`src/rtl/core/cbm_pkg.sv`:
```
package cbm_pkg;

  // result destinations
  typedef enum logic [2:0] {
    TGT_ROM    = 3'd0,
    TGT_LOGO   = 3'd1,
    TGT_ZERO   = 3'd2,
    TGT_SHARED = 3'd3,
    TGT_NONE   = 3'd4
  } target_t;

  // bus access kinds
  typedef enum logic {
    OP_READ  = 1'b0,
    OP_WRITE = 1'b1
  } op_t;

  // detected console; code 3 is unused and acts as unknown
  typedef enum logic [1:0] {
    CONSOLE_UNKNOWN  = 2'd0,
    CONSOLE_ORIGINAL = 2'd1,
    CONSOLE_COLOUR   = 2'd2
  } console_t;

  localparam int ADDR_W       = 16;
  localparam int DATA_W       = 8;
  localparam int MEM_ADDR_W   = 19;
  localparam int ROM_OFFSET_W = 14;
  localparam int SHARED_OFF_W = 12;
  localparam int COUNT_W      = 8;

  // address map
  localparam logic [ADDR_W-1:0] ADDR_BANK_SEL  = 16'h2000;
  localparam logic [ADDR_W-1:0] ADDR_BANK_WIN  = 16'h4000;
  localparam logic [ADDR_W-1:0] ADDR_ROM_END   = 16'h8000;
  localparam logic [ADDR_W-1:0] ADDR_SHARED_LO = 16'hA000;
  localparam logic [ADDR_W-1:0] ADDR_SHARED_HI = 16'hAFFF;
  localparam logic [ADDR_W-1:0] ADDR_LOGO_LO   = 16'h0104;
  localparam logic [ADDR_W-1:0] ADDR_LOGO_HI   = 16'h0133;

  // logo count thresholds
  localparam logic [COUNT_W-1:0] ORIG_LOGO_LIMIT  = 8'd2;
  localparam logic [COUNT_W-1:0] COLOUR_LOGO_MARK = 8'd3;

  typedef struct packed {
    op_t               operation;
    logic [ADDR_W-1:0] bus_address;
    logic [DATA_W-1:0] bus_data;
  } access_t;

  typedef struct packed {
    target_t               target;
    logic [MEM_ADDR_W-1:0] mem_address;
    logic [DATA_W-1:0]     write_byte;
  } result_t;

endpackage

```
`src/rtl/core/cbm_access_if.sv`:
```
interface cbm_access_if;
  import cbm_pkg::*;

  logic              valid;
  logic              ready;
  op_t               operation;
  logic [ADDR_W-1:0] bus_address;
  logic [DATA_W-1:0] bus_data;

  modport source (output valid, operation, bus_address, bus_data, input ready);
  modport sink (input valid, operation, bus_address, bus_data, output ready);
endinterface

```
`src/rtl/core/cbm_result_if.sv`:
```
interface cbm_result_if;
  import cbm_pkg::*;

  logic                  valid;
  logic                  ready;
  target_t               target;
  logic [MEM_ADDR_W-1:0] mem_address;
  logic [DATA_W-1:0]     write_byte;

  modport source (output valid, target, mem_address, write_byte, input ready);
  modport sink (input valid, target, mem_address, write_byte, output ready);
endinterface

```
`src/rtl/core/cbm_cfg_if.sv`:
```
interface cbm_cfg_if;
  logic       valid;
  logic       ready;
  logic [1:0] data;

  modport source (output valid, data, input ready);
  modport sink (input valid, data, output ready);
endinterface

```
`src/rtl/core/cbm_decode.sv`:
```
module cbm_decode #(
  parameter int SHARED_BYTES = 4096,
  parameter int BANK_BITS    = 5
) (
  input  logic              clk,
  input  logic              rst,
  input  logic              step,
  input  cbm_pkg::access_t  acc,
  input  cbm_pkg::console_t console_kind,
  output cbm_pkg::result_t  res
);
  import cbm_pkg::*;

  logic [BANK_BITS-1:0] bank;
  logic [BANK_BITS-1:0] bank_next;
  logic [COUNT_W-1:0]   count;
  logic [COUNT_W-1:0]   count_next;

  logic [ADDR_W-1:0]    addr;
  logic                 in_logo;
  logic [COUNT_W-1:0]   count_seen;
  logic [BANK_BITS-1:0] bank_sel;
  logic                 shared_fits;

  assign addr        = acc.bus_address;
  assign in_logo     = (addr >= ADDR_LOGO_LO) && (addr <= ADDR_LOGO_HI);
  assign bank_sel    = acc.bus_data[BANK_BITS-1:0];
  assign shared_fits = 32'(addr[SHARED_OFF_W-1:0]) < 32'(SHARED_BYTES);
  // a read at the logo start bumps the count before the console decision
  assign count_seen  = (acc.operation == OP_READ && addr == ADDR_LOGO_LO)
                       ? count + 8'd1 : count;

  // address decode and state update for one access
  always_comb begin
    res        = '{target: TGT_NONE, mem_address: '0, write_byte: '0};
    bank_next  = bank;
    count_next = count;
    if (acc.operation == OP_WRITE) begin
      if (addr >= ADDR_BANK_SEL && addr < ADDR_BANK_WIN) begin
        bank_next = (bank_sel == '0) ? BANK_BITS'(1) : bank_sel;
      end else if (addr >= ADDR_SHARED_LO && addr <= ADDR_SHARED_HI && shared_fits) begin
        res.target      = TGT_SHARED;
        res.mem_address = MEM_ADDR_W'(addr[SHARED_OFF_W-1:0]);
        res.write_byte  = acc.bus_data;
      end
    end else if (addr < ADDR_BANK_WIN) begin
      count_next      = count_seen;
      res.target      = TGT_ROM;
      res.mem_address = MEM_ADDR_W'(addr);
      case (console_kind)
        CONSOLE_ORIGINAL: begin
          if (count_seen < ORIG_LOGO_LIMIT && in_logo) begin
            res.target      = TGT_LOGO;
            res.mem_address = MEM_ADDR_W'(addr - ADDR_LOGO_LO);
          end
        end
        CONSOLE_COLOUR: begin
          if (count_seen == COLOUR_LOGO_MARK && in_logo) begin
            res.target      = TGT_LOGO;
            res.mem_address = MEM_ADDR_W'(addr - ADDR_LOGO_LO);
            if (addr == ADDR_LOGO_HI) begin
              count_next = count_seen + 8'd1;
            end
          end
        end
        default: ;
      endcase
    end else if (addr < ADDR_ROM_END) begin
      res.target      = TGT_ROM;
      res.mem_address = MEM_ADDR_W'({bank, addr[ROM_OFFSET_W-1:0]});
    end else begin
      res.target = TGT_ZERO;
    end
  end

  // mapper state
  always_ff @(posedge clk) begin
    if (rst) begin
      bank  <= '0;
      count <= '0;
    end else if (step) begin
      bank  <= bank_next;
      count <= count_next;
    end
  end

endmodule

```
`src/rtl/core/cartridge_bank_mapper.sv`:
```
// channel   dir  payload                                  transfer
// access    in   operation, bus_address, bus_data         valid & ready
// result    out  target, mem_address, write_byte          valid & ready
// cfg       in   data (console_kind)                      valid & ready
//
// one access per cycle while the result is not stalled; a result is valid once its
// access has passed the input register and been decoded into the result register
// rst is synchronous: clears bank number, logo count, console kind and valid flags
// a stalled result holds its register; the input register still takes one more access
module cartridge_bank_mapper #(
  parameter int SHARED_BYTES = 4096,
  parameter int BANK_BITS    = 5
) (
  input logic      clk,
  input logic      rst,
  cbm_access_if.sink   access,
  cbm_result_if.source result,
  cbm_cfg_if.sink      cfg
);
  import cbm_pkg::*;

  logic     in_vld;
  access_t  in_item;
  logic     out_vld;
  result_t  out_res;
  result_t  dec_res;
  console_t console_kind;
  logic     advance;
  logic     step;

  assign advance      = !out_vld || result.ready;
  assign step         = in_vld && advance;
  assign access.ready = !in_vld || advance;
  assign cfg.ready    = 1'b1;

  // console kind register
  always_ff @(posedge clk) begin
    if (rst) begin
      console_kind <= CONSOLE_UNKNOWN;
    end else if (cfg.valid) begin
      console_kind <= console_t'(cfg.data);
    end
  end

  // input register
  always_ff @(posedge clk) begin
    if (rst) begin
      in_vld <= 1'b0;
    end else if (access.valid && access.ready) begin
      in_vld <= 1'b1;
    end else if (step) begin
      in_vld <= 1'b0;
    end
  end

  always_ff @(posedge clk) begin
    if (access.valid && access.ready) begin
      in_item <= '{operation: access.operation, bus_address: access.bus_address,
                   bus_data: access.bus_data};
    end
  end

  cbm_decode #(
    .SHARED_BYTES (SHARED_BYTES),
    .BANK_BITS    (BANK_BITS)
  ) u_decode (
    .clk          (clk),
    .rst          (rst),
    .step         (step),
    .acc          (in_item),
    .console_kind (console_kind),
    .res          (dec_res)
  );

  // result register
  always_ff @(posedge clk) begin
    if (rst) begin
      out_vld <= 1'b0;
    end else if (advance) begin
      out_vld <= in_vld;
    end
  end

  always_ff @(posedge clk) begin
    if (step) begin
      out_res <= dec_res;
    end
  end

  assign result.valid       = out_vld;
  assign result.target      = out_res.target;
  assign result.mem_address = out_res.mem_address;
  assign result.write_byte  = out_res.write_byte;

endmodule
```
`src/flat_wrapper.sv`:
```
// flat-port wrapper written by rule: the top's interface ports become plain ports
module cartridge_bank_mapper_flat import cbm_pkg::*;
#(
  parameter int SHARED_BYTES = 4096,
  parameter int BANK_BITS    = 5
)
  (clk, rst, access_valid, access_operation, access_bus_address, access_bus_data, access_ready, result_valid, result_target, result_mem_address, result_write_byte, result_ready, cfg_valid, cfg_data, cfg_ready);
  cbm_access_if access_i ();
  cbm_result_if result_i ();
  cbm_cfg_if cfg_i ();
  input logic clk;
  input logic rst;
  input wire logic [$bits(access_i.valid)-1:0] access_valid;
  input wire logic [$bits(access_i.operation)-1:0] access_operation;
  input wire logic [$bits(access_i.bus_address)-1:0] access_bus_address;
  input wire logic [$bits(access_i.bus_data)-1:0] access_bus_data;
  output wire logic [$bits(access_i.ready)-1:0] access_ready;
  output wire logic [$bits(result_i.valid)-1:0] result_valid;
  output wire logic [$bits(result_i.target)-1:0] result_target;
  output wire logic [$bits(result_i.mem_address)-1:0] result_mem_address;
  output wire logic [$bits(result_i.write_byte)-1:0] result_write_byte;
  input wire logic [$bits(result_i.ready)-1:0] result_ready;
  input wire logic [$bits(cfg_i.valid)-1:0] cfg_valid;
  input wire logic [$bits(cfg_i.data)-1:0] cfg_data;
  output wire logic [$bits(cfg_i.ready)-1:0] cfg_ready;
  assign access_i.valid = access_valid;
  assign access_i.operation = access_operation;
  assign access_i.bus_address = access_bus_address;
  assign access_i.bus_data = access_bus_data;
  assign access_ready = access_i.ready;
  assign result_valid = result_i.valid;
  assign result_target = result_i.target;
  assign result_mem_address = result_i.mem_address;
  assign result_write_byte = result_i.write_byte;
  assign result_i.ready = result_ready;
  assign cfg_i.valid = cfg_valid;
  assign cfg_i.data = cfg_data;
  assign cfg_ready = cfg_i.ready;
  cartridge_bank_mapper #(.SHARED_BYTES(SHARED_BYTES), .BANK_BITS(BANK_BITS)) u_core (.clk(clk), .rst(rst), .access(access_i), .result(result_i), .cfg(cfg_i));
endmodule
```
`config.mk`:
```
export PLATFORM = sky130hd
export DESIGN_NAME = cartridge_bank_mapper_flat
export DESIGN_NICKNAME = d
export VERILOG_FILES = /design/src/rtl/core/cbm_pkg.sv /design/src/rtl/core/cbm_access_if.sv /design/src/rtl/core/cbm_result_if.sv /design/src/rtl/core/cbm_cfg_if.sv /design/src/rtl/core/cbm_decode.sv /design/src/rtl/core/cartridge_bank_mapper.sv /design/src/flat_wrapper.sv
export SDC_FILE = /design/constraint.sdc
export NUM_CORES = 1
export LEC_CHECK = 0
export ABC_AREA = 1
export BUFFER_PORTS_ARGS = -buffer_cell sky130_fd_sc_hd__buf_2
export CAP_MARGIN = 20
export CORE_ASPECT_RATIO = 1.2
export CORE_MARGIN = 5
export CORE_UTILIZATION = 40
export CTS_CLUSTER_DIAMETER = 40
export CTS_CLUSTER_SIZE = 16
export DETAILED_ROUTE_END_ITERATION = 8
export PLACE_DENSITY = 0.58
export RECOVER_POWER = 25
export SETUP_SLACK_MARGIN = 0.4
export SYNTH_ARGS = -nofsm -noshare
export SYNTH_HDL_FRONTEND = slang
export SYNTH_HIERARCHICAL = 1
export SYNTH_SLANG_ARGS = --single-unit
```
`constraint.sdc`:
```
create_clock -name clk -period 4 [get_ports clk]
set_input_delay 0.2 -clock clk [delete_from_list [all_inputs] [get_ports clk]]
set_output_delay 0.2 -clock clk [all_outputs]
set_load 0.03 [all_outputs]
```
==> qor.yml, run 1 <==
syn_area_per_cell_um2: 8.13
synthDistinctLibCells: 34
tns_ns: 0
fin_area_mm2: 0.00486
drc_errors: 0
status: "finished clean"
synth_fp_nets: 550
die_w_um: 103
post-route-min-period_ns: 3.07
min_period_over_period_pct: 76.8
cts-root-buf: "clkbuf_16"
die_h_um: 122
cap_violations: 0
nets: 611
relSlewSlack_pct: 53.5
clockBufferDepth: 2
clockPowerShare_pct: 41.8
overflow: 0
placedInstanceArea_mm2: 0.00459
start_util_pct: 41.1
critical-path-max-stage-delay_ns: 0.43
post-route-util_pct: 48.0
antennaDiodeCount: 0
power_switching_uw: 502
cts.sinks: 72
drt_wl_total_mm: 9.84
core_area_mm2: 0.0101
worst_slew_pin_slew_ns: 0.695
drtPass1Iterations: 5
post_cts_buffers: 0
detail_route.wl_per_cell_um: 14.0
irDropWorstVdd_v: 0.000200
critPathLaunchType: "register"
seqPwrFrac_pct: 47.1
drt_iter0_markers: 176
fp.dieArea_mm2: 0.0125
num_vias: 3574
p_int_uw: 1340
switching_share_pct: 27.3
cp_top_family: "simple AND/OR/NAND/NOR gates"
setup_viol: 0
cts_max_level: 3
clock_latency_ns: 0.34
nFillCells: 1008
antenna_found_initial: 0
path_max_fanout: 8
num_rows: 40
antenna_left: 0
p_leak_uw: 0.00217
clk_pin_slew_ns: 0.06
skew_ns: 0.00802
drive_above_1_share_pct: 18.2
comb_power_share_pct: 11.1
globalplace.congestion: 0.898
ys_seq_area_share_pct: 48.0
path_class: "register to register"
crit_required_ns: 4.09
crit_arrival_ns: 3.16
cts_resized: 0
grt_pass1_vias: 3431
netlist_instances: 511
final_hold_viol_count: 0
power.density_mw_per_mm2: 378
dp.cells: 687
grt_max_degree: 32
port_buffers: 63
hp-class: "primary input to register"
cts_hold_buffers: 0
hpwl_mm: 7.38
grt.total_usage_pct: 16.3
cts_tree: "yes"
end_kind: "register"
syn_to_final_growth_pct: 16.9
fmax_ghz: 0.325
finalMaxSlewViolations: 0
ys_warn_count: 6
stdcell_count: 703
syn_area_mm2: 0.00415
ioPinCount: 65
crit_buf_inv: 1
grt_pass1_wl_mm: 16.1
rsz0062_at_grt: "no"
path_cells: "inv_1, ha_1, nand3_1, nor2_2, nand3_2, xor2_1, ha_1, nand3_2, nor2_8, nand3_1, nand3_1, nand3_1, nand2_1, nand2_1, nand2_1, nand2_1"
cts_inserted_buffers: 9
via_per_inst: 5.08
crit_slowest_cell: "edfxtp_1"
ys_ff_latch: 72
## worst reg2reg max path: stages, from the launching register on
cell and delay [ns]:
edfxtp_1 0.43, inv_1 0.20, ha_1 0.27, nand3_1 0.11, nor2_2 0.21, nand3_2 0.14
xor2_1 0.25, ha_1 0.20, nand3_2 0.13, nor2_8 0.21, nand3_1 0.22, nand3_1 0.15
nand3_1 0.08, nand2_1 0.07, nand2_1 0.05, nand2_1 0.05, nand2_1 0.07
## cell usage after synthesis (all sizes together)
master  count  share of area (%)
o211ai      3               0.54
nand2     157                 15
o21ai      17                2.2
a21oi      29                3.6
buf         9                1.6
nand4      11                1.8
a31oi       1               0.15
clkbuf      7               0.63
a211oi      2               0.36
nor3        5               0.60
edfxtp     55                 40
inv        61                5.5
xor2        4               0.84
nor4        2               0.45
nand3      70                9.4
nor2       48                6.2
clkinv      2               0.18
xnor2       3               0.63
dfxtp      17                8.2
conb        1              0.090
ha          7                2.1
## layer usage
layer	global-route usage, %	up-vias	routed length, µm
met5	0	-	0
met4	8.18	0	281
met3	3.26	19	533
met2	27.1	101	4960
met1	19.9	1649	4060
li1	-	1805	-
## worst paths after layout
kind                                             to  slack [ns]                                start  cells after the start
max reg2reg  u_core/result.mem_address[7]$_DFFE_PP_        0.93         u_core/in_item[11]$_DFFE_PP_                     16
max          u_core/result.mem_address[7]$_DFFE_PP_        0.93         u_core/in_item[11]$_DFFE_PP_                     16
min                     u_core/in_item[1]$_DFFE_PP_        0.03                   access_bus_data[1]                      1
min reg2reg     u_core/console_kind[0]$_SDFFE_PP0P_        0.48  u_core/console_kind[0]$_SDFFE_PP0P_                      2
## power groups by stage
stage / clock network (µW) / logic [µW] / registers (µW)
3_3_place_gp: 0 / 199 / 881
5_1_grt: 820 / 227 / 869
2_1_floorplan: 0 / 122 / 899
4_1_cts: 790 / 206 / 866
6_report: 769 / 204 / 865
3_5_place_dp: 0 / 205 / 882
## layout make-up
cell class / count / area (µm²) / area share, %
clock buffer: 9 / 225 / 4.64
clock inverter: 7 / 61.3 / 1.26
inverter: 63 / 236 / 4.87
multi-input combinational: 360 / 1840 / 37.9
sequential: 72 / 1990 / 41.0
tap: 126 / 158 / 3.25
timing repair buffer: 66 / 345 / 7.11
## cells by family after synthesis
family | count (synthesis) | share of synthesized area, %
compound gates | 52 | 6.87
xor+xnor | 7 | 1.48
fa+ha+maj | 7 | 2.11
buf+inv | 79 | 7.92
flops | 72 | 48.0
other cells | 1 | 0.0903
simple gates | 293 | 33.6
## flip-flops by register name (all words and copies together) (netlist names)
register and flops:
u_core/console_kind 2, u_core/in_item 25, u_core/in_vld 1, u_core/result.mem_address 19
u_core/result.target 3, u_core/result.valid 1, u_core/result.write_byte 8, u_core/u_decode/bank 5
u_core/u_decode/count 8
## cells in the final DEF, fill, tap and decap left out, types with 4 or more instances in the layout
cell type,netlist,routed
nand3_2,8,7
a21oi_1,28,27
nand3_1,62,63
o21ai_0,15,15
inv_6,0,4
clkbuf_16,0,9
nand2_1,148,148
inv_1,59,59
nand4_1,10,10
edfxtp_1,55,55
xor2_1,4,4
buf_2,5,53
nor3_1,5,5
nor2_1,39,39
ha_1,7,7
nand2_2,6,6
clkbuf_1,7,10
dfxtp_1,17,17
## through the flow
step                      power [µW]  setup slack, ns  hold WS (ns)
after floorplan                 1020            0.756         0.262
after global placement          1080             1.05         0.378
after detailed placement        1090            0.952         0.378
after CTS                       1860            0.931        0.0125
after global routing            1920            0.573        0.0168
final                           1840            0.927        0.0277
(Power assumes the default switching activity.)
==> inputs of run 2 (changes only) <==
Clock period 4 ns to 2.93 ns, I/O delays scaled along.
==> run 2 against run 1 <==
  * Maximum frequency grew 15%
  * Critical path depth grew 3
  * Wire length grew 22%
  * Critical path type unchanged
  * Total power grew 46%
  * Combinational power grew 96%
  * Core utilization grew 10 points
==> qor.yml, run 2 (synthesis results as in run 1) <==
status: "finished clean"
cts_tree: "yes"
met1_length_mm: 4.79  # +18%
cap_violations: 0  # unchanged
drt_wl_total_mm: 12.0  # +22%
die_h_um: 122  # unchanged
clockBufferDepth: 2  # unchanged
crit_buf_inv: 5  # +4
rr_startpoint: "u_core/in_item[10]$_DFFE_PP_"
syn_to_final_growth_pct: 41.4
route.met3.wl_um: 804  # +51%
end_kind: "register"
crit_end: "u_core/result.mem_address[18]$_DFFE_PP_"
post-route-min-period_ns: 2.68  # -0.398 ns
place_ws_ns: 0.0966  # -0.856 ns
num_rows: 40  # unchanged
cp-startpoint: "u_core/in_item[10]$_DFFE_PP_"
hold_depth: 1  # unchanged
die_w_um: 103  # unchanged
cts_max_level: 3  # unchanged
critPathLaunchType: "register"
antenna_left: 0  # unchanged
drc_errors: 0  # unchanged
crit_cells: 19  # +3
antenna_found_initial: 0  # unchanged
cts-root-buf: "clkbuf_16"
cp_top_family: "simple AND/OR/NAND/NOR gates"
clk_pin_slew_ns: 0.06  # about the same
critical-path-max-stage-delay_ns: 0.40  # -0.03 ns
rsz0062_at_grt: "yes"
grt_pass1_wl_mm: 17.4  # +8.3%
clockPowerShare_pct: 41.5  # -0.3 points
post-route-util_pct: 58.1  # +10 points
power.density_mw_per_mm2: 458  # +21%
nets: 688  # +13%
fp.dieArea_mm2: 0.0125  # unchanged
hp-class: "primary input to register"
crit_slowest_cell: "edfxtp_1"
r2r_slack_ns: 0.25  # -0.67 ns
cts_inserted_buffers: 9  # unchanged
hpwl_mm: 7.48  # +1.4%
ff2ff_path_depth: 19  # +3
cts.sinks: 72  # unchanged
path_class: "register to register"
p_leak_uw: 0.00257  # +19%
num_vias: 4073  # +14%
reg2reg_to: "u_core/result.mem_address[18]$_DFFE_PP_"
min_period_over_period_pct: 91.3  # +14 points
globalplace.congestion: 0.886  # -1.4%
path_cells: "buf_6, ha_4, nand3_4, nor2_4, buf_6, buf_4, buf_4, nand4_1, nand2_1, nand2_2, nand2_4, nor2_8, buf_6, nand3_4, o21ai_4, nand3_2, nand2_2, nand2_4, a21oi_2"
final_cell_mix: "139 x nand2_1, 55 x inv_1, 55 x edfxtp_1"
relSlewSlack_pct: 46.6  # -6.9 points
wl_met2_mm: 6.03  # +22%
path_common_cell: "buf_6"
mostFrequentLayoutCell: "nand2_1"
comb_power_share_pct: 14.8  # +3.7 points
grt.total_usage_pct: 17.5  # +1.1 points
irDropWorstVdd_v: 0.000296  # +48%
start_util_pct: 41.1  # unchanged
largest_reg_flops: 25  # unchanged
crit_arrival_ns: 2.87  # -0.29 ns
clock_latency_ns: 0.34  # about the same
crit_required_ns: 3.13  # -0.96 ns
power_switching_uw: 725  # +45%
switching_share_pct: 27.0  # -0.35 points
antennaDiodeCount: 0  # unchanged
detail_route.wl_per_cell_um: 15.4  # +10%
skew_ns: 0.00635  # -0.00168 ns
largest-register: "u_core/in_item"
grt_max_degree: 31  # -3.1%
tns_ns: 0  # unchanged
final_hold_viol_count: 0  # unchanged
p_int_uw: 1960  # +47%
port_buffers: 63  # unchanged
drt_iter0_markers: 256  # +45%
path_max_fanout: 7  # -1
setup_ws_ns: 0.254  # -0.672 ns
grt_pass1_vias: 3686  # +7.4%
nFillCells: 898  # -11%
fmax_ghz: 0.374  # +15%
setup_viol: 0  # unchanged
drive_above_1_share_pct: 31.2  # +13 points
finalMaxSlewViolations: 0  # unchanged
via_per_inst: 5.22  # +2.7%
seqPwrFrac_pct: 43.7  # -3.4 points
highest_layer: "met4"
drtPass1Iterations: 5  # unchanged
worst_slew_pin_slew_ns: 0.801  # +0.106 ns
ioPinCount: 65  # unchanged
overflow: 0  # unchanged
core_area_mm2: 0.0101  # unchanged
[run 2: cell types whose count changed in the layout (fill, tap and decap cells not counted), moves of 5 or more]
cell,before,now
buf_4,2,45
dlygate4sd3_1,0,23
nand3_1,63,41
nand3_2,7,21
nand2_1,148,139
nand3_4,0,8
buf_6,0,7
nand2_2,6,12
nor2_1,39,33
nor2_4,3,8
[run 2: per-stage QoR]
step | hold WS [ns] | total power [µW] | instance area, µm² | std cells
2_1_floorplan | 0.209 | 1390 | 4170 | 511
6_report | 0.00186 | 2690 | 5880 | 780
3_5_place_dp | 0.325 | 1490 | 4640 | 695
5_1_grt | 0.00233 | 2790 | 5880 | 780
3_3_place_gp | 0.324 | 1490 | 4640 | 695
4_1_cts | 0.00109 | 2670 | 5440 | 754
[run 2: timing repair]
| item | in CTS | in global routing |
|---|---|---|
| resized for setup | 25 | 50 |
| cloned | 0 | 2 |
| setup endpoints to repair | 20 | 20 |
| buffers inserted | 22 | 22 |
| pin swaps | 16 | 53 |
| hold buffers | 21 | 2 |
| hold endpoints to repair | 21 | 2 |
[run 2: metal layers]
metal	track usage, %	vias to the layer above
li1	-	1965
met1	22.3	1897
met2	29.0	173
met3	3.21	38
met4	6.80	0
met5	0	-
[run 2: worst reg2reg max path, cell delays in order, from the launching register on]
cell      delay (ns)
edfxtp_1        0.40
buf_6           0.14
ha_4            0.17
nand3_4         0.09
nor2_4          0.05
buf_6           0.13
buf_4           0.13
buf_4           0.12
nand4_1         0.06
nand2_1         0.07
nand2_2         0.08
nand2_4         0.11
nor2_8          0.27
buf_6           0.15
nand3_4         0.06
o21ai_4         0.10
nand3_2         0.10
nand2_2         0.12
nand2_4         0.07
a21oi_2         0.11
[run 2: how the worst min path moves through the flow]
stage | start | to | slack (ns)
after floorplan | rst | u_core/in_vld$_SDFFE_PP0P_ | 0.21
after global placement | access_bus_data[0] | u_core/in_item[0]$_DFFE_PP_ | 0.32
after detailed placement | access_bus_data[1] | u_core/in_item[1]$_DFFE_PP_ | 0.32
after CTS | access_bus_address[10] | u_core/in_item[18]$_DFFE_PP_ | 0.001
after global routing | access_bus_address[10] | u_core/in_item[18]$_DFFE_PP_ | 0.002
final | access_bus_address[10] | u_core/in_item[18]$_DFFE_PP_ | 0.002
[run 2: layout make-up]
cell class                 instances  area [µm²]  share of cell area [%]
clock buffer                       9         225                    3.83
clock inverter                     7        78.8                    1.34
inverter                          63         236                    4.02
multi-input combinational        362        2180                    37.2
sequential                        72        1990                    33.9
tap                              126         158                    2.68
timing repair buffer             141        1000                    17.1
[run 2: power groups by stage]
stage / combinational (µW) / clock (µW) / sequential, µW
3_5_place_dp: 293 / 0 / 1200
3_3_place_gp: 290 / 0 / 1200
4_1_cts: 349 / 1140 / 1180
5_1_grt: 430 / 1180 / 1180
6_report: 399 / 1120 / 1180
2_1_floorplan: 168 / 0 / 1230
